===== config.mk =====
export PLATFORM = sky130hd
export DESIGN_NAME = acm_ctrl
export DESIGN_NICKNAME = d
export VERILOG_FILES = /design/src/rtl/acm_pkg.sv /design/src/rtl/acm_ctrl.sv
export SDC_FILE = /design/constraint.sdc
export NUM_CORES = 1
export LEC_CHECK = 0
export BUFFER_PORTS_ARGS = -buffer_cell sky130_fd_sc_hd__buf_2
export CORE_MARGIN = 2
export CORE_UTILIZATION = 45
export CTS_CLUSTER_DIAMETER = 30
export CTS_CLUSTER_SIZE = 24
export DETAILED_ROUTE_END_ITERATION = 8
export PLACE_DENSITY = 0.71
export SYNTH_ARGS = -nofsm -noshare
export SYNTH_HDL_FRONTEND = slang
export SYNTH_SLANG_ARGS = --single-unit

===== constraint.sdc =====
create_clock -name clock -period 1.9 [get_ports clock]
set_clock_uncertainty 0.1 [all_clocks]
set_input_delay 0.19 -clock clock [delete_from_list [all_inputs] [get_ports clock]]
set_output_delay 0.19 -clock clock [all_outputs]
set_load 0.01 [all_outputs]

===== src/rtl/acm_pkg.sv =====
`timescale 1ns / 1ps
// ----------------------------------------------------------------------------
// acm_pkg
// Shared types and constants of the autoscaling false-color mapper.
// ----------------------------------------------------------------------------
package acm_pkg;

   localparam logic [1:0] MODE_PAL_WRITE = 2'd0;
   localparam logic [1:0] MODE_MEASURE   = 2'd1;
   localparam logic [1:0] MODE_MAP       = 2'd2;
   localparam logic [1:0] MODE_CLEAR     = 2'd3;

   localparam logic [0:0] REG_PALETTE_ENABLE = 1'd0;

   typedef struct packed {
      logic [1:0]         mode;
      logic signed [31:0] sample;
      logic [7:0]         pal_index;
      logic [23:0]        pal_rgb;
   } req_type;

   typedef struct packed {
      logic [7:0] color_index;
      logic [7:0] red;
      logic [7:0] green;
      logic [7:0] blue;
      logic       log_scaled;
   } rsp_type;

   // Datapath operations selected by the controller.
   typedef enum logic [2:0] {
      OP_NONE,
      OP_LOAD,
      OP_LOG_START,
      OP_LOG_STEP,
      OP_DIV_START,
      OP_DIV_STEP,
      OP_FINISH
   } op_type;

   // Which operand the log unit takes.
   typedef enum logic [1:0] {
      LSRC_MIN,
      LSRC_MAX,
      LSRC_SAMPLE
   } lsrc_type;

   typedef struct packed {
      op_type   op;
      lsrc_type lsrc;
   } cmd_type;

   typedef struct packed {
      logic use_log;
      logic logs_ready;
   } status_type;

endpackage


===== src/rtl/acm_ctrl.sv =====
`timescale 1ns / 1ps
// ----------------------------------------------------------------------------
// acm_ctrl
// Sequencer: walks a map item through log and division steps.
// ----------------------------------------------------------------------------
module acm_ctrl #(
   parameter int LOG_FRAC_BITS = 10
) (
   input  logic                clock,
   input  logic                reset,
   input  logic                item_valid,
   input  logic [1:0]          item_mode,
   output logic                busy,
   input  acm_pkg::status_type status,
   output acm_pkg::cmd_type    cmd,
   output logic                done
);

   localparam int CW = $clog2(LOG_FRAC_BITS + 1) + 1;

   typedef enum logic [2:0] {
      S_IDLE, S_LMIN, S_LMAX, S_LSMP, S_DIV, S_RD, S_FIN
   } state_type;

   state_type     state_ff, state_in;
   logic [CW-1:0] count_ff, count_in;

   always_comb begin
      state_in = state_ff;
      count_in = count_ff;
      cmd.op   = acm_pkg::OP_NONE;
      cmd.lsrc = acm_pkg::LSRC_SAMPLE;
      done     = 1'b0;
      case (state_ff)
         S_IDLE: begin
            if (item_valid) begin
               cmd.op = acm_pkg::OP_LOAD;
               if (item_mode == acm_pkg::MODE_MAP) begin
                  if (status.use_log && !status.logs_ready) begin
                     state_in = S_LMIN;
                  end else if (status.use_log) begin
                     state_in = S_LSMP;
                  end else begin
                     state_in = S_DIV;
                  end
                  count_in = '0;
               end
            end
         end
         S_LMIN, S_LMAX, S_LSMP: begin
            cmd.lsrc = (state_ff == S_LMIN) ? acm_pkg::LSRC_MIN :
                       (state_ff == S_LMAX) ? acm_pkg::LSRC_MAX : acm_pkg::LSRC_SAMPLE;
            if (count_ff == '0) begin
               cmd.op   = acm_pkg::OP_LOG_START;
               count_in = count_ff + 1'b1;
            end else begin
               cmd.op = acm_pkg::OP_LOG_STEP;
               if (count_ff == CW'(LOG_FRAC_BITS)) begin
                  count_in = '0;
                  state_in = (state_ff == S_LMIN) ? S_LMAX :
                             (state_ff == S_LMAX) ? S_LSMP : S_DIV;
               end else begin
                  count_in = count_ff + 1'b1;
               end
            end
         end
         S_DIV: begin
            if (count_ff == '0) begin
               cmd.op   = acm_pkg::OP_DIV_START;
               count_in = count_ff + 1'b1;
            end else begin
               cmd.op = acm_pkg::OP_DIV_STEP;
               if (count_ff == CW'(9)) begin
                  state_in = S_RD;
               end
               count_in = count_ff + 1'b1;
            end
         end
         S_RD: begin
            // The palette read of the final level lands in this cycle.
            count_in = '0;
            state_in = S_FIN;
         end
         S_FIN: begin
            cmd.op   = acm_pkg::OP_FINISH;
            done     = 1'b1;
            state_in = S_IDLE;
         end
         default: state_in = S_IDLE;
      endcase
   end

   always_ff @(posedge clock) begin
      if (reset) begin
         state_ff <= S_IDLE;
         count_ff <= '0;
      end else begin
         state_ff <= state_in;
         count_ff <= count_in;
      end
   end

   assign busy = (state_ff != S_IDLE);

endmodule


# Word-level counts from Yosys, hierarchy flattened
# Index checks and enable logic that the tools add are counted.
dict set report word_totals {
  reg_bits 8
  latch_bits 0
  ram_bits 0
  romBits 0
  in_bits 7
  output_inout_bits 7
  wordCells 51
  n_memories 0
}
dict set report op_classes {
  addsub 1
  n_mul 0
  div 0
  order_cmp 0
  eq_ne 15
  shift 0
  muxes 24
  n_bitwise 0
  reduce_logical 9
}
# op count
set op_table {}
lappend op_table {{$mux W3} 10}
lappend op_table {{$pmux W3 S4} 2}
lappend op_table {{$mux W5} 4}
lappend op_table {{$pmux W5 S4} 1}
lappend op_table {{$ne A2 B2 Y1 const B} 6}
lappend op_table {{$eq A5 B4 Y1 const B} 2}
lappend op_table {{$eq A3 B3 Y1 const B} 3}
lappend op_table {{$eq A3 B2 Y1 const B} 2}
lappend op_table {{$mux W2} 3}
lappend op_table {{$reduce_and A6 Y1} 1}
lappend op_table {{$add A5 B1 Y5 const B} 1}
lappend op_table {{$logic_not A5 Y1} 1}
lappend op_table {{$mux W1} 4}
lappend op_table {{$reduce_bool A4 Y1} 1}
lappend op_table {{$eq A3 B1 Y1 const B} 1}
lappend op_table {{$logic_not A3 Y1} 1}
lappend op_table {{$reduce_and A3 Y1} 1}
lappend op_table {{$reduce_bool A3 Y1} 1}
lappend op_table {{$reduce_or A3 Y1} 1}
lappend op_table {{$eq A2 B2 Y1 const B} 1}
lappend op_table {{$logic_and A1 B1 Y1} 1}
lappend op_table {{$logic_not A1 Y1} 1}

# Longest topological paths before layout
dict set report depth {
  ltp_word 6
  ltp_mapped 6
  mapped_depth_nobuf 6
}

# Least setup slack after synthesis
# OpenSTA, ideal clock, no wires.
dict set report synth_timing {
  kind {reg2reg}
  start {reg count_ff[0]}
  end {reg count_ff[2]}
  setup_ns 0.060
  arrival_time_ns 1.594
  slack_ns 0.146
  path_stages_with_launch 7
  n_path_buf 0
  cell_sequence {dfxtp_1 > inv_1 > ha_1 > and4bb_4 > or3_1 > a2111oi_0 > nand2b_1}
}
dict set report synth_between {
  elab_chain_cells 4
}
# element line_no
set synth_rtl {}
lappend synth_rtl {{from (decl)} acm_ctrl.sv:26} ;# logic [CW-1:0] count_ff, count_in;
lappend synth_rtl {{from (signal assigned)} acm_ctrl.sv:99} ;# count_ff <= count_in;
lappend synth_rtl {{$add A5 B1 Y5 or $eq A5 B4 Y1 (tied branches)} n/a}
lappend synth_rtl {{$mux W5} acm_ctrl.sv:58} ;# if (count_ff == CW'(LOG_FRAC_BITS)) begin
lappend synth_rtl {{$mux W5} acm_ctrl.sv:53} ;# if (count_ff == '0) begin
lappend synth_rtl {{$pmux W5 S4 *} acm_ctrl.sv:34} ;# case (state_ff)
# Mark *: on every way between the ends. The rest lies on a longest branch, timed or not.
# A chain may end at the register's enable or synchronous reset.

# Worst setup path after layout
# Same ends and word-level chain as after synthesis.

==> results.env <==
CTS_INSERTED_BUFFERS=3
POWER_PER_CELL_AREA_mW_PER_MM2=545
POWER_SWITCHING_SHARE_PCT=28.3
TIMING.CRITICAL_PATH.CELLS='inv_2, ha_1, and4bb_4, or3_1, a2111oi_1, nand2b_1'
STARTPOINT='count_ff[0]'
CTSROOTBUFFERMASTER='sky130_fd_sc_hd__clkbuf_4'
VIASPERCELL=5.95
REGTOREGENDPOINT='count_ff[2]'
FP.DIEAREA_MM2=0.00169
TRACK_USAGE_PCT=20.1
P_INT_uW=297
SYNTH_CELL_TYPE_COUNT=39
SYNTH.AVG_CELL_AREA_UM2=8.03
NUMBER_OF_ANTENNA_VIOLATING_NETS_IN_THE_ROUTED_DESIGN=0
IO-PIN-COUNT=14
GRT_FIRST_PASS_WIRELENGTH_MM=2.18
PLACE_CONGESTION=0.808
FINISH.INSTANCE_AREA_UM2=761
ROUTEDWLPERCELL_UM=12.9
YOSYS-TOP-CELLS-AREA='sky130_fd_sc_hd__dfxtp_1, sky130_fd_sc_hd__ha_1, sky130_fd_sc_hd__nand2_1'
MIN_PATH_TYPE='in -> reg'
POSTSYNTHREGISTERBITS=8
POST_CTS_RESIZE_COUNT=1
SWITCHING_POWER_uW=117
TIMING.FINAL.CRIT_SHARE_PCT=94.2
INITIAL_DRT_PASS_ITERATIONS=4
CP_SLOWEST_STAGE_DELAY_NS=0.36
MULTI_INPUT_AREA_UM2=447
POST-DP-HPWL_MM=1.08
DIE_H_UM=41.1
AREA_GROWTH_FROM_SYNTHESIS_TO_LAYOUT_PCT=23.1
WORSTSKEWPAIRLATENCY_NS=0.26
DIE_WIDTH_UM=41.1
NETLIST_AREA_UM2=618
DRCVIOLATIONCOUNT=0
CTS_MAX_LEVEL=1
CRIT_BUF_INV=1
WORST-SLEW-PIN-TRANSITION_NS=0.361
NUM_ANTENNA_CELLS=0
SYNTHFLOPTYPE='sky130_fd_sc_hd__dfxtp_1'
START_UTIL_PCT=48.1
PWR-SHARE-COMB_PCT=24.8
FIN_NETS=107
FINAL.FILL_COUNT=125
ANTENNA_VIOLATIONS_BEFORE_REPAIR=0
TIMING_WORST_SETUP_PATH_TYPE='reg -> reg'
SYNTH_FP_NETS=88
ROWS=13
HOLD-PATH-ENDPOINT='state_ff[2]'
CLOCKBUFFERDEPTH=2
VIAS=649
DPL-INSTANCE-AREA_UM2=717
MAX_CAP_VIOL_COUNT=0
REGTOREGSETUPSLACK_NS=0.11
POWER.SHARE.SEQUENTIAL_PCT=44.2
POSTSYNTH.ASYNCRESETSHARE_PCT=0
CLOCK_POWER_SHARE_PCT=31.0
CTS_SETUP_BUFFERS=0
SETUP-TNS-FINAL_NS=0
SYNTHESIS.INSTANCES=77
RR_WORST_DEPTH=6
AREA_TAKEN_BY_FLIP_FLOPS_AND_LATCHES_UM2=163
FINAL-SETUP-VIOL-COUNT=0
IO_BUFFER_COUNT=13
SYNTH_TOP_AREA_CELL='sky130_fd_sc_hd__dfxtp_1'
CTSHOLDBUFFERS=0
GR-TOTAL-OVERFLOW=0
TIMING.RR.START='count_ff[0]'
TIMING.CRITICAL_PATH.SLOWEST_STAGE_CELL='sky130_fd_sc_hd__dfxtp_2'
LARGEST_NET_DEGREE_AT_THE_START_OF_GLOBAL_ROUTING=17
WHS_PATH_DEPTH=2
SLEW_VIOL_FINAL=0
WORSTHOLDSTART='reset'
YS.WARNINGS.COUNT=0
TIMING.CRITICAL_PATH.ARRIVAL_NS=1.89
SORT_OF_ELEMENT_AT_THE_START_OF_THE_CRITICAL_PATH='register'
CLOCK_TREE_SINKS=8
CRIT_FANOUT=5
FINAL_HOLD_VIOL_COUNT=0
DRT-INITIAL-DRC-COUNT=16
CRIT_REQUIRED_NS=2.00
CP_TOP_FAMILY='simple AND/OR/NAND/NOR gates'
FINAL_LAYOUT_SIZE_SUFFIX_GT1_SHARE_PCT=31.9
SYNTH-SEQ-AREA-SHARE_PCT=25.9
RELSLEWSLACK_PCT=75.9
FINAL.MIN_CLOCK_PERIOD_NS=1.79
SETUP.WORST_PATH.END_CLASS='register'
GRT_PASS1_VIAS=502
MAX_CLOCK_FREQ_GHz=0.559
POSTROUTEWIRELENGTH_MM=1.41
CLOCK_TREE_FROM_TRITONCTS='done'
SYNTH_TOP_AREA_SHARE_PCT=25.9
CTS.REPORTEDPATHS.CLKPINSLEW_NS=0.06
GRT_SETUP_UNREPAIRED='false'
STATUS='finished, final reports clean'
HOLDWS_NS=0.0916
TOTAL_LEAKAGE_POWER_nW=0.339
MAX-VDD-IR-DROP_V=0.000313
CORE_MM2=0.00128
FINALPOWER_uW=415
NUMBER_OF_FLOPS_MAPPED_TO_ENABLE_CELLS_BY_YOSYS=0
-- sequential cells by signal, summed over array words and instances (netlist names) --
name	flops
count_ff	5
state_ff	3
-- cell usage after synthesis (2+ instances only) --
master,number
sky130_fd_sc_hd__or3_1,2
sky130_fd_sc_hd__clkbuf_1,2
sky130_fd_sc_hd__ha_1,4
sky130_fd_sc_hd__nand2b_1,2
sky130_fd_sc_hd__o31ai_1,2
sky130_fd_sc_hd__o21ai_0,3
sky130_fd_sc_hd__nor4_1,2
sky130_fd_sc_hd__nor2_1,4
sky130_fd_sc_hd__or2_1,2
sky130_fd_sc_hd__dfxtp_1,8
sky130_fd_sc_hd__or4_1,2
sky130_fd_sc_hd__nand2_1,7
sky130_fd_sc_hd__and2_1,2
sky130_fd_sc_hd__inv_1,6
sky130_fd_sc_hd__a21oi_1,5
-- cells by family (layout without fill, tap and decap cells) --
family | after synthesis | in the layout | synth area share, %
flops | 8 | 8 | 25.9
buf+inv | 8 | 25 | 4.86
fa+ha+maj | 4 | 4 | 8.10
simple gates | 33 | 33 | 33.6
xor+xnor | 1 | 1 | 1.42
compound gates | 22 | 22 | 24.5
mux | 1 | 1 | 1.62
-- through the flow --
stage | util, % | worst slack (ns) | instances
global route | 59.2 | 0.0246 | 109
finish | 59.2 | 0.110 | 109
global placement | 55.8 | 0.101 | 106
floorplan | - | 0.146 | 77
CTS | 58.0 | 0.0153 | 109
detailed placement | 55.8 | 0.0276 | 106
-- final cells by class --
class / instances / share of cell area (%)
clock buffers: 3 / 2.96
inverters: 6 / 2.96
multi-input cells: 61 / 58.7
flip-flops and latches: 8 / 21.4
well taps: 15 / 2.47
repair buffers: 16 / 11.5
-- routing by layer --
| metal | part of all wire [%] | up-vias | global-route usage [%] |
|---|---|---|---|
| met4 | 1.3 | 0 | 7.50 |
| met2 | 44 | 20 | 27.7 |
| li1 | - | 320 | - |
| met5 | 0 | - | 0 |
| met3 | 5.0 | 4 | 4.89 |
| met1 | 50 | 305 | 29.3 |
-- layout by cell type (no fill, tap or decap), types with 2 or more instances in the layout --
master / count
sky130_fd_sc_hd__or4_1: 2
sky130_fd_sc_hd__o21ai_0: 3
sky130_fd_sc_hd__inv_1: 5
sky130_fd_sc_hd__ha_1: 3
sky130_fd_sc_hd__and2_1: 2
sky130_fd_sc_hd__nor2_1: 4
sky130_fd_sc_hd__o31ai_1: 2
sky130_fd_sc_hd__or2_1: 2
sky130_fd_sc_hd__a21oi_1: 5
sky130_fd_sc_hd__buf_2: 13
sky130_fd_sc_hd__dfxtp_1: 6
sky130_fd_sc_hd__dfxtp_2: 2
sky130_fd_sc_hd__or3_1: 2
sky130_fd_sc_hd__nand2b_1: 2
sky130_fd_sc_hd__buf_4: 3
sky130_fd_sc_hd__nor4_1: 2
sky130_fd_sc_hd__clkbuf_4: 3
sky130_fd_sc_hd__nand2_1: 7
-- worst max path at each step --
stage,cells after the start,to,slack (ns)
after floorplan,6,count_ff[2],0.15
after global placement,6,count_ff[2],0.10
after detailed placement,6,count_ff[2],0.03
after CTS,6,count_ff[2],0.02
after global routing,6,count_ff[2],0.02
final,6,count_ff[2],0.11
-- power by group through the flow --
stage	sequential [mW]	clock, mW	combinational (mW)
detailed placement	0.185	0	0.0963
floorplan	0.184	0	0.0632
global placement	0.184	0	0.0949
CTS	0.182	0.130	0.0988
global route	0.184	0.137	0.118
finish	0.183	0.128	0.103
-- worst register-to-register path, stage by stage, from the launching register on --
cell and delay [ns]:
sky130_fd_sc_hd__dfxtp_2 0.36, sky130_fd_sc_hd__inv_2 0.06, sky130_fd_sc_hd__ha_1 0.19, sky130_fd_sc_hd__and4bb_4 0.21, sky130_fd_sc_hd__or3_1 0.33, sky130_fd_sc_hd__a2111oi_1 0.36, sky130_fd_sc_hd__nand2b_1 0.14
(Power assumes the default switching activity.)
